==> src/jsu_pkg.sv <==
// Shared widths, character codes and UTF-8 constants for the JSON string unescaper.
`timescale 1ns / 1ps

package jsu_pkg;

  localparam int unsigned BYTE_W  = 8;
  localparam int unsigned CODE_W  = 16;
  localparam int unsigned HELD_N  = 3;
  localparam int unsigned RES_N   = 3;

  typedef logic [BYTE_W-1:0] byte_t;
  typedef logic [CODE_W-1:0] code_t;
  typedef logic [1:0]        cnt_t;

  // Characters that steer the escape decoder.
  localparam byte_t CH_BSLASH = 8'h5c;
  localparam byte_t CH_QUOTE  = 8'h22;
  localparam byte_t CH_SLASH  = 8'h2f;
  localparam byte_t CH_B      = 8'h62;
  localparam byte_t CH_F      = 8'h66;
  localparam byte_t CH_N      = 8'h6e;
  localparam byte_t CH_R      = 8'h72;
  localparam byte_t CH_T      = 8'h74;
  localparam byte_t CH_U      = 8'h75;

  // Control characters that the letter escapes stand for.
  localparam byte_t CTL_BS = 8'h08;
  localparam byte_t CTL_FF = 8'h0c;
  localparam byte_t CTL_LF = 8'h0a;
  localparam byte_t CTL_CR = 8'h0d;
  localparam byte_t CTL_HT = 8'h09;

  // UTF-8 lead and continuation markers.
  localparam byte_t UTF_LEAD2 = 8'hc0;
  localparam byte_t UTF_LEAD3 = 8'he0;
  localparam byte_t UTF_CONT  = 8'h80;
  localparam code_t UTF_MAX1  = 16'h007f;
  localparam code_t UTF_MAX2  = 16'h07ff;

endpackage

==> src/jsu_if.sv <==
// Valid/ready channel interfaces for raw input bytes and unescaped result bytes.
`timescale 1ns / 1ps

interface jsu_in_if;
  logic                valid;
  logic                ready;
  logic [jsu_pkg::BYTE_W-1:0] in_byte;
  logic                end_of_text;

  modport source (output valid, output in_byte, output end_of_text, input ready);
  modport sink   (input valid, input in_byte, input end_of_text, output ready);
endinterface

interface jsu_out_if;
  logic                valid;
  logic                ready;
  logic [jsu_pkg::BYTE_W-1:0] out_byte;
  logic                has_byte;
  logic                run_last;
  logic                text_last;

  modport source (output valid, output out_byte, output has_byte, output run_last,
                  output text_last, input ready);
  modport sink   (input valid, input out_byte, input has_byte, input run_last,
                  input text_last, output ready);
endinterface

==> src/json_string_unescape_decoder.sv <==
// Top level of the JSON string unescaper: escape decoder and result buffer.
`timescale 1ns / 1ps

// Channel   Direction  Carries
// in_s      sink       in_byte, end_of_text: one raw byte of the string body
// out_m     source     out_byte, has_byte, run_last, text_last: one result byte
//
// Each accepted input item is decoded in the cycle it arrives and its zero to
// three result items are written into a three-entry result buffer. The buffer
// sends one result per cycle while the output is ready. A new item is taken
// when the buffer is empty or while the last buffered result leaves. Reset
// (rst_n low, synchronous) clears the escape state and empties the buffer; a
// stalled output simply holds the buffer.

module json_string_unescape_decoder (
  input  logic      clk,
  input  logic      rst_n,
  jsu_in_if.sink    in_s,
  jsu_out_if.source out_m
);

  // Escape decoder state.
  logic                    esc_r,    esc_nxt;
  logic                    uni_r,    uni_nxt;
  jsu_pkg::cnt_t           hcnt_r,   hcnt_nxt;
  jsu_pkg::code_t          code_r,   code_nxt;
  logic                    stop_r,   stop_nxt;
  jsu_pkg::byte_t          held_r [jsu_pkg::HELD_N];

  // Result buffer: entry 0 is the one on the output.
  jsu_pkg::byte_t          rbyte_r [jsu_pkg::RES_N];
  logic                    rhas_r  [jsu_pkg::RES_N];
  jsu_pkg::cnt_t           rcnt_r;
  logic                    rlast_r;

  // Decoder results for the item on the input.
  jsu_pkg::byte_t          res_byte [jsu_pkg::RES_N];
  logic                    res_has;
  jsu_pkg::cnt_t           res_cnt;
  logic                    held_we;

  logic                    accept;
  logic                    pop;
  logic                    is_hex;
  logic [3:0]              hex_val;
  logic                    stop_t;
  jsu_pkg::code_t          code_t_v;
  jsu_pkg::byte_t          b;

  // Hex digit decode of the current byte.
  always_comb begin
    b       = in_s.in_byte;
    is_hex  = 1'b0;
    hex_val = 4'd0;
    if (b >= 8'h30 && b <= 8'h39) begin
      is_hex  = 1'b1;
      hex_val = 4'(b - 8'h30);
    end else if (b >= 8'h61 && b <= 8'h66) begin
      is_hex  = 1'b1;
      hex_val = 4'(b - 8'h57);
    end else if (b >= 8'h41 && b <= 8'h46) begin
      is_hex  = 1'b1;
      hex_val = 4'(b - 8'h37);
    end
    // Once a non-hex character is seen, the value stops growing for this escape.
    stop_t   = stop_r | ~is_hex;
    code_t_v = stop_t ? code_r : {code_r[jsu_pkg::CODE_W-5:0], hex_val};
  end

  // Escape decoder: next state and the result bytes of the current item.
  always_comb begin
    esc_nxt  = esc_r;
    uni_nxt  = uni_r;
    hcnt_nxt = hcnt_r;
    code_nxt = code_r;
    stop_nxt = stop_r;
    held_we  = 1'b0;
    res_has  = 1'b1;
    res_cnt  = 2'd0;
    for (int i = 0; i < jsu_pkg::RES_N; i++) begin
      res_byte[i] = '0;
    end

    if (uni_r) begin
      if (hcnt_r != 2'd3) begin
        // Hold the character in case the string ends before the escape does.
        held_we  = 1'b1;
        stop_nxt = stop_t;
        code_nxt = code_t_v;
        hcnt_nxt = hcnt_r + 2'd1;
        if (in_s.end_of_text) begin
          case (hcnt_r)
            2'd0: begin
              res_byte[0] = b;
            end
            2'd1: begin
              res_byte[0] = held_r[0];
              res_byte[1] = b;
            end
            default: begin
              res_byte[0] = held_r[0];
              res_byte[1] = held_r[1];
              res_byte[2] = b;
            end
          endcase
          res_cnt = hcnt_r + 2'd1;
        end
      end else begin
        // Fourth character: send the gathered value as UTF-8.
        if (code_t_v <= jsu_pkg::UTF_MAX1) begin
          res_byte[0] = {1'b0, code_t_v[6:0]};
          res_cnt     = 2'd1;
        end else if (code_t_v <= jsu_pkg::UTF_MAX2) begin
          res_byte[0] = jsu_pkg::UTF_LEAD2 | {3'b000, code_t_v[10:6]};
          res_byte[1] = jsu_pkg::UTF_CONT  | {2'b00, code_t_v[5:0]};
          res_cnt     = 2'd2;
        end else begin
          res_byte[0] = jsu_pkg::UTF_LEAD3 | {4'b0000, code_t_v[15:12]};
          res_byte[1] = jsu_pkg::UTF_CONT  | {2'b00, code_t_v[11:6]};
          res_byte[2] = jsu_pkg::UTF_CONT  | {2'b00, code_t_v[5:0]};
          res_cnt     = 2'd3;
        end
        uni_nxt  = 1'b0;
        hcnt_nxt = 2'd0;
        code_nxt = '0;
        stop_nxt = 1'b0;
      end
    end else if (esc_r) begin
      esc_nxt = 1'b0;
      res_cnt = 2'd1;
      unique case (b)
        jsu_pkg::CH_U: begin
          uni_nxt  = 1'b1;
          hcnt_nxt = 2'd0;
          code_nxt = '0;
          stop_nxt = 1'b0;
          res_cnt  = 2'd0;
        end
        jsu_pkg::CH_QUOTE, jsu_pkg::CH_SLASH, jsu_pkg::CH_BSLASH: res_byte[0] = b;
        jsu_pkg::CH_B: res_byte[0] = jsu_pkg::CTL_BS;
        jsu_pkg::CH_F: res_byte[0] = jsu_pkg::CTL_FF;
        jsu_pkg::CH_N: res_byte[0] = jsu_pkg::CTL_LF;
        jsu_pkg::CH_R: res_byte[0] = jsu_pkg::CTL_CR;
        jsu_pkg::CH_T: res_byte[0] = jsu_pkg::CTL_HT;
        default:       res_cnt     = 2'd0;
      endcase
    end else if (b == jsu_pkg::CH_BSLASH) begin
      esc_nxt = 1'b1;
    end else begin
      res_byte[0] = b;
      res_cnt     = 2'd1;
    end

    if (in_s.end_of_text) begin
      // The string is over: back to the reset state.
      esc_nxt  = 1'b0;
      uni_nxt  = 1'b0;
      hcnt_nxt = 2'd0;
      code_nxt = '0;
      stop_nxt = 1'b0;
      // A byte that yields nothing still closes the string with a bare marker.
      if (res_cnt == 2'd0) begin
        res_cnt     = 2'd1;
        res_has     = 1'b0;
        res_byte[0] = '0;
      end
    end
  end

  // The buffer may be reloaded once its last entry is leaving.
  assign pop        = out_m.valid & out_m.ready;
  assign in_s.ready = (rcnt_r == 2'd0) | ((rcnt_r == 2'd1) & out_m.ready);
  assign accept     = in_s.valid & in_s.ready;

  always_ff @(posedge clk) begin
    if (!rst_n) begin
      esc_r  <= 1'b0;
      uni_r  <= 1'b0;
      hcnt_r <= 2'd0;
      code_r <= '0;
      stop_r <= 1'b0;
      rcnt_r <= 2'd0;
    end else if (accept) begin
      esc_r  <= esc_nxt;
      uni_r  <= uni_nxt;
      hcnt_r <= hcnt_nxt;
      code_r <= code_nxt;
      stop_r <= stop_nxt;
      rcnt_r <= res_cnt;
    end else if (pop) begin
      rcnt_r <= rcnt_r - 2'd1;
    end
  end

  // Held characters and buffer payload need no reset.
  always_ff @(posedge clk) begin
    if (accept && held_we) begin
      held_r[hcnt_r] <= b;
    end
    if (accept) begin
      rlast_r <= in_s.end_of_text;
      for (int i = 0; i < jsu_pkg::RES_N; i++) begin
        rbyte_r[i] <= res_byte[i];
        rhas_r[i]  <= res_has;
      end
    end else if (pop) begin
      for (int i = 0; i < jsu_pkg::RES_N - 1; i++) begin
        rbyte_r[i] <= rbyte_r[i+1];
        rhas_r[i]  <= rhas_r[i+1];
      end
    end
  end

  assign out_m.valid     = (rcnt_r != 2'd0);
  assign out_m.out_byte  = rbyte_r[0];
  assign out_m.has_byte  = rhas_r[0];
  assign out_m.run_last  = (rcnt_r == 2'd1);
  assign out_m.text_last = (rcnt_r == 2'd1) & rlast_r;

endmodule
==> src/flat_wrapper.sv <==
// flat-port wrapper written by rule: the top's interface ports become plain ports
module json_string_unescape_decoder_flat 
  (clk, rst_n, in_s_valid, in_s_in_byte, in_s_end_of_text, in_s_ready, out_m_valid, out_m_out_byte, out_m_has_byte, out_m_run_last, out_m_text_last, out_m_ready);
  jsu_in_if in_s_i ();
  jsu_out_if out_m_i ();
  input  logic clk;
  input  logic rst_n;
  input wire logic [$bits(in_s_i.valid)-1:0] in_s_valid;
  input wire logic [$bits(in_s_i.in_byte)-1:0] in_s_in_byte;
  input wire logic [$bits(in_s_i.end_of_text)-1:0] in_s_end_of_text;
  output wire logic [$bits(in_s_i.ready)-1:0] in_s_ready;
  output wire logic [$bits(out_m_i.valid)-1:0] out_m_valid;
  output wire logic [$bits(out_m_i.out_byte)-1:0] out_m_out_byte;
  output wire logic [$bits(out_m_i.has_byte)-1:0] out_m_has_byte;
  output wire logic [$bits(out_m_i.run_last)-1:0] out_m_run_last;
  output wire logic [$bits(out_m_i.text_last)-1:0] out_m_text_last;
  input wire logic [$bits(out_m_i.ready)-1:0] out_m_ready;
  assign in_s_i.valid = in_s_valid;
  assign in_s_i.in_byte = in_s_in_byte;
  assign in_s_i.end_of_text = in_s_end_of_text;
  assign in_s_ready = in_s_i.ready;
  assign out_m_valid = out_m_i.valid;
  assign out_m_out_byte = out_m_i.out_byte;
  assign out_m_has_byte = out_m_i.has_byte;
  assign out_m_run_last = out_m_i.run_last;
  assign out_m_text_last = out_m_i.text_last;
  assign out_m_i.ready = out_m_ready;
  json_string_unescape_decoder u_core (.clk(clk), .rst_n(rst_n), .in_s(in_s_i), .out_m(out_m_i));
endmodule
==> config.mk <==
export PLATFORM = sky130hd
export DESIGN_NAME = json_string_unescape_decoder_flat
export DESIGN_NICKNAME = d
export VERILOG_FILES = /design/src/jsu_pkg.sv /design/src/jsu_if.sv /design/src/json_string_unescape_decoder.sv /design/src/flat_wrapper.sv
export SDC_FILE = /design/constraint.sdc
export NUM_CORES = 1
export LEC_CHECK = 0
export ABC_AREA = 1
export BUFFER_PORTS_ARGS = -buffer_cell sky130_fd_sc_hd__buf_2
export CAP_MARGIN = 10
export CORE_MARGIN = 2
export CORE_UTILIZATION = 65
export CTS_BUF_LIST = sky130_fd_sc_hd__clkbuf_4 sky130_fd_sc_hd__clkbuf_8
export CTS_CLUSTER_DIAMETER = 100
export CTS_CLUSTER_SIZE = 28
export DETAILED_ROUTE_END_ITERATION = 16
export PLACE_DENSITY_LB_ADDON = 0.25
export SYNTH_ARGS = -nofsm -noshare
export SYNTH_HDL_FRONTEND = slang
export SYNTH_SLANG_ARGS = --single-unit
==> constraint.sdc <==
create_clock -name clk -period 3.6 [get_ports clk]
set_clock_uncertainty 0.15 [all_clocks]
set_input_delay 0.36 -clock clk [delete_from_list [all_inputs] [get_ports clk]]
set_output_delay 0.36 -clock clk [all_outputs]
set_load 0.05 [all_outputs]
# [Word-level counts from Yosys, hierarchy flattened]
# Memory sizes are Yosys's and may differ from the RTL's.
# Cells that the tools add are included.
# Widths: inputs -> output; s select.
[word_totals] ff_bits=24 ramBits=51 wordCells=136 memories=3
[op_classes] n_addsub=5 magnitude_cmp=8 n_eq_ne=13 n_mux=73 bitwise_logic=11 n_reduce_logical=16
[memory_table] memory="u_core.held_r" words=3 word_bits=8 read_ports=2 rd_clocked_by_memory_dff=0 wr=1 line_no="json_string_unescape_decoder.sv:28" source="jsu_pkg::byte_t held_r [jsu_pkg::HELD_N];"
[memory_table] memory="u_core.rbyte_r" words=3 word_bits=8 read_ports=3 rd_clocked_by_memory_dff=0 wr=3 line_no="json_string_unescape_decoder.sv:31" source="jsu_pkg::byte_t rbyte_r [jsu_pkg::RES_N];"
[memory_table] memory="u_core.rhas_r" words=3 word_bits=1 read_ports=3 rd_clocked_by_memory_dff=0 wr=3 line_no="json_string_unescape_decoder.sv:32" source="logic rhas_r [jsu_pkg::RES_N];"
[op_table] op="$mux 16" count=8
[op_table] op="$mux 8" count=11
[op_table] op="$eq 8x7->1 const B" count=7
[op_table] op="$mux 24" count=2
[op_table] op="$pmux 8 s6" count=1
[op_table] op="$mux 1" count=32
[op_table] op="$mux 2" count=14
[op_table] op="$eq 8x6->1 const B" count=2
[op_table] op="$ge 8x7->1 const B" count=2
[op_table] op="$le 16x11->1 const B" count=1
[op_table] op="$le 16x7->1 const B" count=1
[op_table] op="$le 8x7->1 const B" count=2
[op_table] op="$pmux 8 s2" count=1
[op_table] op="$mux 14" count=1
[op_table] op="$mux 4" count=3
[op_table] op="$ge 8x6->1 const B" count=1
[op_table] op="$le 8x6->1 const B" count=1
[op_table] op="$reduce_or 8->1" count=1
[op_table] op="$sub 4x3->4 const B" count=2
[op_table] op="$logic_not 2->1" count=3
[op_table] op="$or 1x1->1" count=6
[op_table] op="$reduce_bool 3->1" count=2
[op_table] op="$and 1x1->1" count=4
[op_table] op="$eq 2x1->1 const B" count=2
[op_table] op="11 further kinds" count=16

# [Logic depth before layout (Yosys ltp)]
[depth] ltp_word=17 depth_mapped=21 mapped_depth_nobuf=20

# [Worst setup path after synthesis]
# No wires, ideal clock.
[synth_timing] path_type="reg2reg" from="reg u_core.rcnt_r[1]" to="reg u_core.code_r[6]" setup_time_ps=71 arrival_ps=2865 t_required_ps=3379 path_slack_ps=515 path_stages_with_launch=12 path_buffers=1 period_less_slack_ps=3085 path_cell_list="dfxtp_1 > inv_1 > ha_1 > nand2_1 > nand2_1 > nand2_1 > inv_1 > nand3_1 > nor2_1 > clkbuf_1 > nand2_1 > a21oi_1"
[synth_between] elab_chain_cells=5 elab_cells_between_ends=6
[synth_rtl] element="start: declaration" line_no="json_string_unescape_decoder.sv:33" source="jsu_pkg::cnt_t rcnt_r;"
[synth_rtl] element="start signal: assignment" line_no="json_string_unescape_decoder.sv:189" source="rcnt_r <= res_cnt;"
[synth_rtl] element="start signal: assignment" line_no="json_string_unescape_decoder.sv:191" source="rcnt_r <= rcnt_r - 2'd1;"
[synth_rtl] element="$eq 2x1->1"
[synth_rtl] element="named net out_m_run_last" line_no="flat_wrapper.sv:15" source="output wire logic [$bits(out_m_i.run_last)-1:0] out_m_run_last;"
[synth_rtl] element="$and 1x1->1" line_no="json_string_unescape_decoder.sv:172" source="assign in_s.ready = (rcnt_r == 2'd0) | ((rcnt_r == 2'd1) & out_m.ready);"
[synth_rtl] element="$or 1x1->1" line_no="json_string_unescape_decoder.sv:172"
[synth_rtl] element="named net in_s_ready" line_no="flat_wrapper.sv:11" source="output wire logic [$bits(in_s_i.ready)-1:0] in_s_ready;"
[synth_rtl] element="$and 1x1->1" line_no="json_string_unescape_decoder.sv:173" source="assign accept = in_s.valid & in_s.ready;"
[synth_rtl] element="named net u_core.accept" line_no="json_string_unescape_decoder.sv:42" source="logic accept;"
[synth_rtl] element="$reduce_and 3->1 (no source line)"
[synth_rtl] element="end signal: assignment" line_no="json_string_unescape_decoder.sv:187" source="code_r <= code_nxt;"
[synth_rtl] element="end: declaration" line_no="json_string_unescape_decoder.sv:26" source="jsu_pkg::code_t code_r, code_nxt;"
# The timed path passes the listed nets, and every way through them passes these cells.
# A chain may end at the register's enable or synchronous reset.

==> key figures <==
CTS
  – PostCTS Resize Cnt: 0
  – Hold buffer count at CTS: 0
  – Root buffer cell: clkbuf_8
  – CTS tree: built
  – Cts bufs inserted: 9
  – Htree depth: 3
  – Clk buf depth: 2
  – Latest clock arrival within the worst-skew pair: 0.35 ns
  – Post-CTS Setup Bufs: 0
  – Clk slew on worst S/H paths: 0.08 ns
  – Sink Count: 67

Synthesis
  – Syn Inst Count: 545
  – Post-synthesis mux area share: 0
  – Area share of and/or/nand/nor cells after synthesis: 0.289
  – Post-Syn Nets: 567
  – Register area share after synthesis: 0.437
  – Top cell type's share of synthesized area: 0.324
  – Post-Syn Area: 4070 sq um
  – EDFF count, synth: 44
  – Distinct cell type count after synthesis: 35
  – Async S/R FF share, synth: 0
  – Cell taking the most area after synthesis: edfxtp_1
  – #FFs+latches synth: 67
  – Synth Area in XOR/XNOR: 0.00215
  – Predominant post-synthesis flop cell: edfxtp_1
  – Synth top cells by count: nand2_1 (166), inv_1 (60), a21oi_1 (47)
  – Yosys warning total: 0
  – Avg Inst Size Synth: 7.48 sq um
  – Post-Synth Adder-Cell Area: 0.0276
  – Top area cells in the synthesized netlist: edfxtp_1 (32%), nand2_1 (15%), dfxtp_1 (11%)
  – Synth Area in Compound Gates: 0.144
  – Largest family of logic cells by synthesized area: simple AND/OR/NAND/NOR gates
  – Count leader, synth: nand2_1

Detailed routing
  – Routed wl met3: 864 um
  – Detailed Route WL: 10700 um
  – DRT iter0 DRCs: 388
  – Met2 routed WL: 5190 um
  – DR top layer: met4
  – Drc violations: 0
  – Drt pass-1 iters: 6
  – Drt wl/cell: 16.8 um
  – Final antenna-violating net count: 0
  – Vias/cell: 5.98
  – Vias: 3804
  – Met1 WL: 4470 um

GRT
  – First-pass GRT wire length: 17000 um
  – Initial antenna violation count: 0
  – Largest net degree at the start of global routing: 21
  – Gr usage total: 0.314
  – Vias in the first global route: 3451
  – Gr ovfl total: 0

Worst hold path
  – Worst Hold Path EP: u_core.held_r[0][7]
  – Hold path cells: 1
  – Hold Startpoint: in_s_in_byte[7]
  – Hold WC Path Type: input port to flip-flop

Setup path
  – CP arrival: 2.98 ns
  – Startpoint Class: input port
  – Reg2reg path depth: 10
  – Critical path peak fanout: 20
  – Worst R2R Setup Slack: 0.88 ns
  – Worst EP required: 3.57 ns
  – Critical path class: input port to flip-flop
  – R2r endpoint: u_core.rbyte_r[0][5]
  – Crit end category: flip-flop
  – Worst r2r src: u_core.uni_r

Power
  – Int Power: 1.59 mW
  – Logic pwr share: 0.327
  – Switching share of total power: 0.385
  – Seq pwr share: 0.408
  – Total power: 2.58 mW
  – Net switching power: 0.993 mW
  – Lkg Pwr: 1.82 nW
  – Clock share of power: 0.265
  – Max IR drop VDD: 0.551 mV
  – Total power density per cell area: 591 nW/um^2

Final layout
  – Final #Nets: 578
  – Share of layout cells above drive strength 1: 0.111
  – Post-route cell area: 4370 sq um
  – Layout area overhead: 7.19%
  – Antenna diodes: 0

Run status
  – Outcome: complete, no violations

Place
  – Routability cong.: 0.993
  – HPWL after DPL: 7740 um
  – Dpl cell area: 4160 sq um
  – PortBufs: 25
  – Setup WS pre-CTS: 0.259 ns

STA
  – Fin crit share: 0.837
  – Crit path time final: 3.01 ns
  – Worst Max-Slew Pin Slew: 0.921 ns
  – Final hold vios: 0
  – Final worst slack: 0.586 ns
  – RSZ-0062 raised after global routing: false
  – Maximum operating frequency: 332 MHz
  – Setup_tns: 0 ns
  – WHS: 0.0837 ns
  – Slew Viols, Final: 0
  – Max-slew headroom: 0.381
  – # setup viols final: 0

Die
  – Die X: 83.2 um
  – # rows: 28
  – IO Count: 26
  – Die Y: 83.2 um
  – Die area: 6920 sq um
  – Core Region: 5990 sq um
  – Starting Density: 0.680

Flow run
  – Max-Cap Viols: 0
## placed cells by master, fill, tap and decap left out
cell / n
bufinv_16: 2
nor2_1: 38
buf_2: 25
inv_1: 60
o22ai_1: 4
o2bb2ai_1: 1
xor2_1: 1
buf_4: 3
o21ai_2: 1
o21a_1: 1
a32oi_1: 1
a31oi_1: 4
clkinv_2: 1
a211oi_1: 3
o31ai_1: 2
inv_2: 4
clkbuf_4: 1
o32ai_1: 1
nand2_2: 3
nor4_1: 1
nand3b_1: 3
nand3_1: 35
clkbuf_8: 9
nor3_1: 6
edfxtp_1: 44
nand3_2: 6
nor2_4: 4
o211ai_1: 2
a22oi_1: 6
clkinvlp_4: 1
o21ai_0: 32
ha_1: 9
nand2_4: 2
nand4_1: 5
nand2_1: 166
dfxtp_1: 23
a21oi_1: 47
clkinv_1: 4
## metal layers
layer,global-route usage,up-vias
li1,-,1819
met1,0.423,1758
met2,0.512,207
met3,0.0706,20
met4,0.0894,0
met5,0,-
## power by group through the flow
stage	Combinational (mW)	Sequential, mW	Clock, mW
floorplan	0.684	1.07	0
global placement	0.814	1.06	0
detailed placement	0.837	1.07	0
CTS	0.839	1.05	0.677
global route	0.917	1.06	0.715
finish	0.845	1.05	0.683
## final cells by class
class                   count  area (sq um)
clock buffers              10           131
fillers                   468          1620
inverters                  66           248
flip-flops and latches     67          1780
repair buffers             28           148
multi-input cells         384          1880
well taps                  75          93.8
clock inverters             6          80.1
## flip-flops by register name, indices dropped and copies added (netlist names)
register,flops
u_core.code_r,16
u_core.esc_r,1
u_core.hcnt_r,2
u_core.held_r,16
u_core.rbyte_r,24
u_core.rcnt_r,2
u_core.rhas_r,3
u_core.rlast_r,1
u_core.stop_r,1
u_core.uni_r,1
## cell families (layout without fill, tap and decap cells)
logic type	count (synthesis)	count (layout)
AND/OR/NAND/NOR	269	269
buffers and inverters	94	110
AO/OA/AOI/OAI	105	105
adder cells (fa/ha/maj)	9	9
flip-flops	67	67
XOR/XNOR	1	1
## worst max path at each step
| stage | from | end | slack, ns | depth (start not counted) |
|---|---|---|---|---|
| after floorplan | u_core.rcnt_r[1] | u_core.code_r[6] | 0.51 | 11 |
| after global placement | in_s_in_byte[0] | u_core.rbyte_r[0][7] | 0.39 | 19 |
| after detailed placement | in_s_in_byte[0] | u_core.rbyte_r[0][5] | 0.26 | 19 |
| after CTS | in_s_in_byte[0] | u_core.rbyte_r[0][5] | 0.62 | 19 |
| after global routing | in_s_in_byte[0] | u_core.rbyte_r[0][5] | 0.27 | 19 |
| final | in_s_in_byte[0] | u_core.rbyte_r[0][5] | 0.59 | 19 |
## metrics by stage
stage | util | cells
finish | 0.729 | 636
global route | 0.729 | 636
CTS | 0.729 | 636
detailed placement | 0.694 | 620
global placement | 0.694 | 620
floorplan | - | 545
## worst max-delay path, cell delays in order
cell     delay, ns
buf_2         0.19
inv_1         0.15
ha_1          0.26
inv_1         0.06
nand3_1       0.09
nand3_2       0.15
nand2_4       0.13
nand2_2       0.29
nand2_1       0.11
nand2_1       0.12
nand2_1       0.09
nor2_4        0.16
nand3_2       0.16
nand2_1       0.09
nand2_1       0.14
nor2_4        0.17
nor2_4        0.08
nand2_1       0.11
nand2_1       0.06
(Power assumes the default switching activity.)
